<file path="src/ldfs_pkg.sv">
package ldfs_pkg;

  localparam int DEF_MAX_VERTICES = 32;
  localparam int DEF_MAX_EDGES    = 128;
  localparam int DEF_LABEL_BITS   = 8;
  localparam int VFIELD_BITS      = 5;
  localparam int LFIELD_BITS      = 8;
  localparam int CMP_BITS         = 8;
  localparam logic [5:0] VERTEX_LIMIT_RESET = 6'd32;

  typedef enum logic [1:0] {
    FN_ADD_VERTEX = 2'd0,
    FN_ADD_EDGE   = 2'd1,
    FN_WALK       = 2'd2,
    FN_NONE       = 2'd3
  } func_t;

  typedef enum logic [1:0] {
    ST_OK        = 2'd0,
    ST_FULL      = 2'd1,
    ST_UNKNOWN   = 2'd2,
    ST_DUPLICATE = 2'd3
  } status_t;

  localparam logic REG_VERTEX_LIMIT = 1'b0;

  typedef enum logic [2:0] {
    S_IDLE,
    S_DECODE,
    S_SCAN,
    S_SCAN_WAIT,
    S_WFETCH,
    S_WPOP,
    S_WEDGE
  } state_t;

endpackage

</file>
<file path="src/ldfs_ram.sv">
module ldfs_ram #(
  parameter int W     = 8,
  parameter int DEPTH = 32,
  localparam int AW   = $clog2(DEPTH)
) (
  input  logic          clk,
  input  logic          we,
  input  logic [AW-1:0] waddr,
  input  logic [W-1:0]  wdata,
  input  logic          re,
  input  logic [AW-1:0] raddr,
  output logic [W-1:0]  rdata
);

  logic [W-1:0] mem [DEPTH];

  always_ff @(posedge clk) begin
    if (we) begin
      mem[waddr] <= wdata;
    end
  end

  always_ff @(posedge clk) begin
    if (re) begin
      rdata <= mem[raddr];
    end
  end

endmodule

</file>
<file path="src/labeled_graph_dfs_engine.sv">
// Labeled-graph depth-first walk engine. Requests arrive on the s_ stream, one at a time;
// results leave on the m_ stream through an output register, with m_tlast on the final
// result of each request. The duplicate scan of an edge request walks the source vertex's
// edge list in the edge memory, one registered read per entry (S_SCAN, S_SCAN_WAIT).
// A walk reads the edge lists of the visited vertices and pops the stack memory the same
// way (S_WFETCH, S_WEDGE, S_WPOP). No clearing pass is needed after reset.
module labeled_graph_dfs_engine #(
  parameter int MAX_VERTICES = ldfs_pkg::DEF_MAX_VERTICES,
  parameter int MAX_EDGES    = ldfs_pkg::DEF_MAX_EDGES,
  parameter int LABEL_BITS   = ldfs_pkg::DEF_LABEL_BITS
) (
  input  logic        clk,
  input  logic        rst,
  input  logic        s_tvalid,
  output logic        s_tready,
  // func[1:0], from_vertex[6:2], to_vertex[11:7], edge_label[19:12], zero fill
  input  logic [23:0] s_tdata,
  output logic        m_tvalid,
  input  logic        m_tready,
  // status[1:0], vertex_out[6:2], zero fill
  output logic [7:0]  m_tdata,
  output logic        m_tlast,
  input  logic        psel,
  input  logic        penable,
  input  logic        pwrite,
  input  logic [2:0]  paddr,
  input  logic [31:0] pwdata,
  output logic [31:0] prdata,
  output logic        pready
);
  import ldfs_pkg::*;

  localparam int VW  = $clog2(MAX_VERTICES);
  localparam int CW  = $clog2(MAX_VERTICES + 1);
  localparam int EW  = $clog2(MAX_EDGES + 1);
  localparam int EAW = $clog2(MAX_EDGES);
  localparam int SAW = $clog2(MAX_VERTICES);
  localparam int ENW = LABEL_BITS + VW + EW;

  state_t state, state_next;
  logic [1:0] fn, fn_next;
  logic [VFIELD_BITS-1:0] frm, frm_next, tov, tov_next;
  logic [LABEL_BITS-1:0] lab, lab_next;
  logic [EW-1:0] p, p_next, cur, cur_next;
  logic [CW-1:0] sp, sp_next, vcount, vcount_next;
  logic [EW-1:0] ecount, ecount_next;
  logic [MAX_VERTICES-1:0] visited, visited_next;
  logic [VW-1:0] pend, pend_next;
  logic [EW-1:0] heads [MAX_VERTICES];
  logic [5:0] vlimit;

  logic head_we;
  logic [VW-1:0] head_widx, head_ridx;
  logic [EW-1:0] head_wdata, head_rd;

  logic e_we, e_re;
  logic [EAW-1:0] e_raddr;
  logic [ENW-1:0] e_wdata, e_rdata;
  logic [LABEL_BITS-1:0] e_lab;
  logic [VW-1:0] e_tgt;
  logic [EW-1:0] e_link;

  logic s_we, s_re;
  logic [SAW-1:0] s_waddr, s_raddr;
  logic [EW-1:0] s_rdata;

  logic out_load, out_last;
  status_t out_status;
  logic [VFIELD_BITS-1:0] out_vertex;

  logic can_emit, from_ok, to_ok, vfull, efull, lab_hit, dup_hit, push_ok, stack_full;
  logic [VW-1:0] fidx;
  logic [CMP_BITS-1:0] lim;
  logic [EW-1:0] p_dec, cur_dec;
  logic [CW-1:0] sp_dec;
  logic [15:0] lab_wide;

  assign pready   = 1'b1;
  assign prdata   = (paddr[2] == REG_VERTEX_LIMIT) ? 32'(vlimit) : '0;
  assign s_tready = (state == S_IDLE);
  assign lab_wide = 16'(s_tdata[19:12]);

  always_ff @(posedge clk) begin
    if (rst) begin
      vlimit <= VERTEX_LIMIT_RESET;
    end else if (psel && penable && pwrite && paddr[2] == REG_VERTEX_LIMIT) begin
      vlimit <= pwdata[5:0];
    end
  end

  ldfs_ram #(.W(ENW), .DEPTH(MAX_EDGES)) u_edge_mem (
    .clk   (clk),
    .we    (e_we),
    .waddr (ecount[EAW-1:0]),
    .wdata (e_wdata),
    .re    (e_re),
    .raddr (e_raddr),
    .rdata (e_rdata)
  );

  ldfs_ram #(.W(EW), .DEPTH(MAX_VERTICES)) u_stack_mem (
    .clk   (clk),
    .we    (s_we),
    .waddr (s_waddr),
    .wdata (e_link),
    .re    (s_re),
    .raddr (s_raddr),
    .rdata (s_rdata)
  );

  assign e_wdata = {head_rd, VW'(tov), lab};
  assign {e_link, e_tgt, e_lab} = e_rdata;

  assign fidx       = VW'(frm);
  assign lim        = (CMP_BITS'(vlimit) < CMP_BITS'(MAX_VERTICES)) ?
                      CMP_BITS'(vlimit) : CMP_BITS'(MAX_VERTICES);
  assign vfull      = CMP_BITS'(vcount) >= lim;
  assign from_ok    = CMP_BITS'(frm) < CMP_BITS'(vcount);
  assign to_ok      = CMP_BITS'(tov) < CMP_BITS'(vcount);
  assign efull      = ecount == EW'(MAX_EDGES);
  assign can_emit   = !m_tvalid || m_tready;
  assign lab_hit    = e_lab == lab;
  assign dup_hit    = lab_hit && (e_tgt == VW'(tov));
  assign stack_full = sp == CW'(MAX_VERTICES);
  assign push_ok    = lab_hit && !visited[e_tgt] && !stack_full;
  assign head_ridx  = (state == S_WEDGE) ? e_tgt : fidx;
  assign head_rd    = heads[head_ridx];
  assign p_dec      = p - EW'(1);
  assign cur_dec    = cur - EW'(1);
  assign sp_dec     = sp - CW'(1);
  assign e_raddr    = (state == S_SCAN) ? p_dec[EAW-1:0] : cur_dec[EAW-1:0];

  always_comb begin
    state_next = state;
    case (state)
      S_IDLE: begin
        if (s_tvalid) state_next = S_DECODE;
      end
      S_DECODE: begin
        case (fn)
          FN_ADD_VERTEX: if (can_emit) state_next = S_IDLE;
          FN_ADD_EDGE: begin
            if (from_ok && to_ok) state_next = S_SCAN;
            else if (can_emit) state_next = S_IDLE;
          end
          FN_WALK: begin
            if (from_ok) state_next = S_WFETCH;
            else if (can_emit) state_next = S_IDLE;
          end
          default: state_next = S_IDLE;
        endcase
      end
      S_SCAN: begin
        if (p != '0) state_next = S_SCAN_WAIT;
        else if (can_emit) state_next = S_IDLE;
      end
      S_SCAN_WAIT: begin
        if (!dup_hit) state_next = S_SCAN;
        else if (can_emit) state_next = S_IDLE;
      end
      S_WFETCH: begin
        if (cur != '0) state_next = S_WEDGE;
        else if (sp != CW'(1)) state_next = S_WPOP;
        else if (can_emit) state_next = S_IDLE;
      end
      S_WPOP: state_next = S_WFETCH;
      S_WEDGE: begin
        if (!push_ok || can_emit) state_next = S_WFETCH;
      end
      default: state_next = S_IDLE;
    endcase
  end

  always_comb begin
    fn_next = fn;
    frm_next = frm;
    tov_next = tov;
    lab_next = lab;
    p_next = p;
    cur_next = cur;
    sp_next = sp;
    vcount_next = vcount;
    ecount_next = ecount;
    visited_next = visited;
    pend_next = pend;
    head_we = 1'b0;
    head_widx = fidx;
    head_wdata = ecount + EW'(1);
    e_we = 1'b0;
    e_re = 1'b0;
    s_we = 1'b0;
    s_re = 1'b0;
    s_waddr = sp_dec[SAW-1:0];
    s_raddr = SAW'(sp - CW'(2));
    out_load = 1'b0;
    out_status = ST_OK;
    out_vertex = '0;
    out_last = 1'b1;
    case (state)
      S_IDLE: begin
        if (s_tvalid) begin
          fn_next  = s_tdata[1:0];
          frm_next = s_tdata[6:2];
          tov_next = s_tdata[11:7];
          lab_next = lab_wide[LABEL_BITS-1:0];
        end
      end
      S_DECODE: begin
        case (fn)
          FN_ADD_VERTEX: begin
            if (can_emit) begin
              out_load = 1'b1;
              if (vfull) begin
                out_status = ST_FULL;
              end else begin
                out_vertex  = VFIELD_BITS'(vcount);
                vcount_next = vcount + CW'(1);
              end
            end
          end
          FN_ADD_EDGE: begin
            if (from_ok && to_ok) begin
              p_next = head_rd;
            end else if (can_emit) begin
              out_load   = 1'b1;
              out_status = ST_UNKNOWN;
            end
          end
          FN_WALK: begin
            if (from_ok) begin
              visited_next = '0;
              visited_next[fidx] = 1'b1;
              pend_next = fidx;
              cur_next  = head_rd;
              sp_next   = CW'(1);
            end else if (can_emit) begin
              out_load   = 1'b1;
              out_status = ST_UNKNOWN;
            end
          end
          default: begin
          end
        endcase
      end
      S_SCAN: begin
        if (p != '0) begin
          e_re = 1'b1;
        end else if (can_emit) begin
          out_load = 1'b1;
          if (efull) begin
            out_status = ST_FULL;
          end else begin
            e_we        = 1'b1;
            head_we     = 1'b1;
            ecount_next = ecount + EW'(1);
          end
        end
      end
      S_SCAN_WAIT: begin
        if (!dup_hit) begin
          p_next = e_link;
        end else if (can_emit) begin
          out_load   = 1'b1;
          out_status = ST_DUPLICATE;
        end
      end
      S_WFETCH: begin
        if (cur != '0) begin
          e_re = 1'b1;
        end else if (sp != CW'(1)) begin
          sp_next = sp_dec;
          s_re    = 1'b1;
        end else if (can_emit) begin
          out_load   = 1'b1;
          out_vertex = VFIELD_BITS'(pend);
        end
      end
      S_WPOP: begin
        cur_next = s_rdata;
      end
      S_WEDGE: begin
        if (!push_ok) begin
          cur_next = e_link;
        end else if (can_emit) begin
          out_load   = 1'b1;
          out_vertex = VFIELD_BITS'(pend);
          out_last   = 1'b0;
          visited_next[e_tgt] = 1'b1;
          s_we      = 1'b1;
          cur_next  = head_rd;
          sp_next   = sp + CW'(1);
          pend_next = e_tgt;
        end
      end
      default: begin
      end
    endcase
  end

  always_ff @(posedge clk) begin
    if (rst) begin
      state  <= S_IDLE;
      vcount <= '0;
      ecount <= '0;
      sp     <= '0;
    end else begin
      state  <= state_next;
      vcount <= vcount_next;
      ecount <= ecount_next;
      sp     <= sp_next;
    end
  end

  always_ff @(posedge clk) begin
    fn      <= fn_next;
    frm     <= frm_next;
    tov     <= tov_next;
    lab     <= lab_next;
    p       <= p_next;
    cur     <= cur_next;
    pend    <= pend_next;
    visited <= visited_next;
  end

  always_ff @(posedge clk) begin
    if (rst) begin
      for (int i = 0; i < MAX_VERTICES; i++) heads[i] <= '0;
    end else if (head_we) begin
      heads[head_widx] <= head_wdata;
    end
  end

  always_ff @(posedge clk) begin
    if (rst) begin
      m_tvalid <= 1'b0;
    end else if (out_load) begin
      m_tvalid <= 1'b1;
    end else if (m_tready) begin
      m_tvalid <= 1'b0;
    end
  end

  always_ff @(posedge clk) begin
    if (out_load) begin
      m_tdata <= {1'b0, out_vertex, out_status};
      m_tlast <= out_last;
    end
  end

endmodule

</file>
<file path="config.mk">
export PLATFORM = sky130hd
export DESIGN_NAME = labeled_graph_dfs_engine
export DESIGN_NICKNAME = d
export VERILOG_FILES = /design/src/ldfs_pkg.sv /design/src/ldfs_ram.sv /design/src/labeled_graph_dfs_engine.sv
export SDC_FILE = /design/constraint.sdc
export NUM_CORES = 2
export LEC_CHECK = 0
export ABC_AREA = 0
export BUFFER_PORTS_ARGS = -buffer_cell sky130_fd_sc_hd__buf_2
export CAP_MARGIN = 25
export CORE_ASPECT_RATIO = 2
export CORE_MARGIN = 1.5
export CORE_UTILIZATION = 45
export DETAILED_ROUTE_END_ITERATION = 10
export PLACE_DENSITY = 0.64
export SETUP_SLACK_MARGIN = 0.05
export SLEW_MARGIN = 0
export SYNTH_ARGS = -nofsm -noshare
export SYNTH_HDL_FRONTEND = slang
export SYNTH_SLANG_ARGS = --single-unit
</file>
<file path="constraint.sdc">
create_clock -name clk -period 11 [get_ports clk]
set_input_delay 1.65 -clock clk [delete_from_list [all_inputs] [get_ports clk]]
set_output_delay 1.65 -clock clk [all_outputs]
set_load 0.005 [all_outputs]
</file>
==> results.ini <==
[final_layout]
nets = 8029
drive_gt1_frac = 0.150
nFillCells = 23500
area_growth_pct = 11.2
layout.cells.non_filler = 12000

[clock_tree]
clkTransAtPathRegs_ns = 0.07
cts_root_buf = clkbuf_16
cts_tree = done
cts_sinks = 3340
cts_buffers = 280
cts_resized = 0
h-tree-depth = 5
hold_buffers = 0
cts_setup_buffers = 0
worstSkewPairLatency_ns = 0.92
cts_buffer_depth = 4

[sta]
drv_slew = 0
min_period_ns = 6.92
fin_crit_sh = 0.629
fin_skew_ns = 0.0702
maxSlewHeadroom = 0.144
finalSetupViolCount = 0
tightest_slew_ns = 1.27
fmax_mhz = 144
rsz0062_at_grt = false
setup_tns_ns = 0
finalHoldViolCount = 0

[synth]
ys_ff_latch = 3340
synth_top_family_by_area = multiplexers
ys_types = 82
synth_compound_area_frac = 0.0717
yosys.area_share.simple = 0.0650
ys.flop_type = edfxtp_1
syn-cell-area_mm2 = 0.132
yosysSeqAreaShare = 0.759
yosys_warnings = 0
netlist.area_leader.share = 0.754
muxShareOfSynthArea = 0.0789
synthTopCellsByArea = edfxtp_1 75%, mux4_2 5.1%, mux2i_1 2.6%
synth.most_common_cell = edfxtp_1
synthArstFlopShare = 0
yosys.area.top_type = edfxtp_1
synth_common_cells = 3,310 x edfxtp_1, 648 x nand2_1, 476 x nor2_1
synth_fa_ha_area_frac = 0.00256
syn_area_per_cell_um2 = 16.8
synth_edf_count = 3310
synthCells = 7860
synth_xor_area_frac = 0.00253

[pwr]
switching_share = 0.220
leakagePower_nw = 46.2
p_per_area_mw_per_mm2 = 174
power_switching_mw = 5.62
ir_worst_vdd_mv = 0.163
p_int_mw = 19.9
clkPwrFrac = 0.386
combPwrFrac = 0.055
seq_power_share = 0.559

[min_path]
hold_depth = 2
hold_path_end = vlimit[0]$_SDFFE_PP0P_
hp-start = vlimit[0]$_SDFFE_PP0P_
holdCritPathClass = register to register

[setup_path]
critical_path_class = register to register
cp.arrival_ns = 7.58
reg2reg_depth = 15
crit_path_start_kind = register
crit_family = buffers and inverters
reg2reg_slack_ns = 4.08
crit_required_ns = 11.66
path_cells = buf_4 > nor3b_2 > buf_4 > o21ai_4 > inv_8 > ha_4 > buf_4 > o211ai_1 > buf_4 > buf_4 > o221ai_1 > o31ai_1 > a22oi_1 > nand4_1 > or3_1
crit_top_cell = buf_4
slowest_stage = a22oi_1
max_stage_delay_ns = 1.00
critPathBufInv = 6
r2r-end = u_edge_mem.rdata[8]$_DFFE_PP_
rr_startpoint = state[1]$_SDFFE_PP0P_
crit_fanout = 91
crit_path_end_kind = register

[global_route]
first_global_vias = 74700
antenna_found_initial = 21
track_usage = 0.246
grt_start_max_net_pins = 132
grt_remaining_overflow = 0
grt_pass1_wl_mm = 528

[placed_design]
dp_hpwl_mm = 226
place_congestion = 0.943
dp.cells = 11400
port_buffers = 49

[floorplanning]
initial_core_util = 0.453
die_x_um = 386
die_h_um = 768
core.rowCount = 280
coreArea_mm2 = 0.291
pin_count = 110
die-area_mm2 = 0.296

[route]
route.vias.total = 74900
drt_pre_antenna_iters = 6
met3WireLength_mm = 24.9
wl_per_cell_um = 30.9
ant_nets = 0
top_layer_used = met5
route.detailed.drc = 0
routed_wl_mm = 371
met1Wirelength_mm = 122
wl_met2_mm = 192
drt_iter0_drc = 8586
vias_per_cell = 6.24

[flow_run]
drv_cap = 0

[status]
status = finished clean

## flip-flops by register name, summed over array words and instances (netlist names), 7 cells and up
signal,flops
u_stack_mem.mem,256
u_edge_mem.rdata,21
lab,8
p,8
ecount,8
m_tdata,7
u_stack_mem.rdata,8
u_edge_mem.mem,2688
heads,256
cur,8
visited,32
## cell type report
cell class	count	area, um^2	area share
clock buffer	335	7330	0.0500
sequential	3340	100000	0.683
clock inverter	153	1430	0.00974
antenna	45	113	0.000769
timing repair buffer	341	2820	0.0192
multi-input combinational	3946	29900	0.204
inverter	27	119	0.000812
tap	3807	4760	0.0325
## power groups by stage
stage               Sequential [mW]  Combinational, mW  Clock (mW)
floorplan                      14.7              0.707           0
global placement               14.6               1.34           0
detailed placement             14.6               1.39           0
CTS                            14.3               1.39        9.96
global route                   14.3               1.47        10.4
finish                         14.3               1.41        9.86
## routing by layer
metal  vias up  global-route usage
li1      31700                   -
met3       933              0.0375
met5         -                   0
met2      3609               0.429
met4         4               0.192
met1     38600               0.267
## worst max-delay path by stage
| stage | from | end | cells after the start |
|---|---|---|---|
| final | state[1]$_SDFFE_PP0P_ | u_edge_mem.rdata[8]$_DFFE_PP_ | 15 |
| after global routing | state[1]$_SDFFE_PP0P_ | u_edge_mem.rdata[17]$_DFFE_PP_ | 16 |
| after CTS | state[1]$_SDFFE_PP0P_ | u_edge_mem.rdata[8]$_DFFE_PP_ | 15 |
| after detailed placement | state[1]$_SDFFE_PP0P_ | u_edge_mem.rdata[8]$_DFFE_PP_ | 15 |
| after global placement | state[1]$_SDFFE_PP0P_ | u_edge_mem.rdata[8]$_DFFE_PP_ | 16 |
| after floorplan | state[0]$_SDFFE_PP0P_ | p[5]$_DFFE_PP_ | 12 |
## stage by stage
stage	area [um^2]	setup WS (ns)	util	total power [mW]	hold slack, ns
after floorplan	132000	5.78	-	15.4	0.470
after global placement	137000	4.35	0.471	15.9	0.501
after global routing	146000	4.00	0.503	26.1	0.563
final	146000	4.08	0.503	25.5	0.535
after detailed placement	137000	4.27	0.472	16.0	0.515
after CTS	146000	4.26	0.502	25.6	0.526
## tightest hold or removal path, delay by kind of cell, from the launching register on
family,cells,cell delay (ns)
multiplexers,1,0.08
AND/OR/NAND/NOR,1,0.08
flip-flops,1,0.35
## kinds of logic (layout without fill, tap and decap cells)
kind of cell,count (synthesis),count (layout)
mux,663,663
flops,3340,3340
compound gates,1294,1294
simple gates,1896,1896
other cells,2,73
buf+inv,600,856
xor+xnor,38,38
fa+ha+maj,27,27
## placed cells by master, fill, tap and decap left out, types with 16 or more instances in the layout
master	Yosys	routed
edfxtp_1	3310	3310
nand2_1	648	648
nor3_1	401	395
nor2_1	476	349
mux2i_1	347	345
mux4_2	297	297
clkbuf_16	0	285
o22ai_1	260	260
buf_4	52	259
o221ai_1	244	244
o31ai_1	147	144
a211o_1	138	138
a21oi_1	136	135
a22oi_1	122	122
nor2_2	0	103
a31oi_1	95	95
nor4_1	74	73
clkinv_1	1	63
and3_1	62	62
or3_1	65	61
buf_2	113	51
clkbuf_1	343	49
nand3_1	50	46
diode_2	0	45
nand4_1	32	32
clkinv_2	0	32
conb_1	2	28
dfxtp_1	30	27
ha_1	27	26
nor2_4	1	25
bufinv_16	0	24
inv_1	23	23
nor2b_1	23	23
o211ai_1	23	23
a211oi_1	22	22
xnor2_1	25	21
o32ai_1	20	20
mux2_2	16	16
inv_6	0	16
Note: power is estimated with default switching activity, not from simulation.
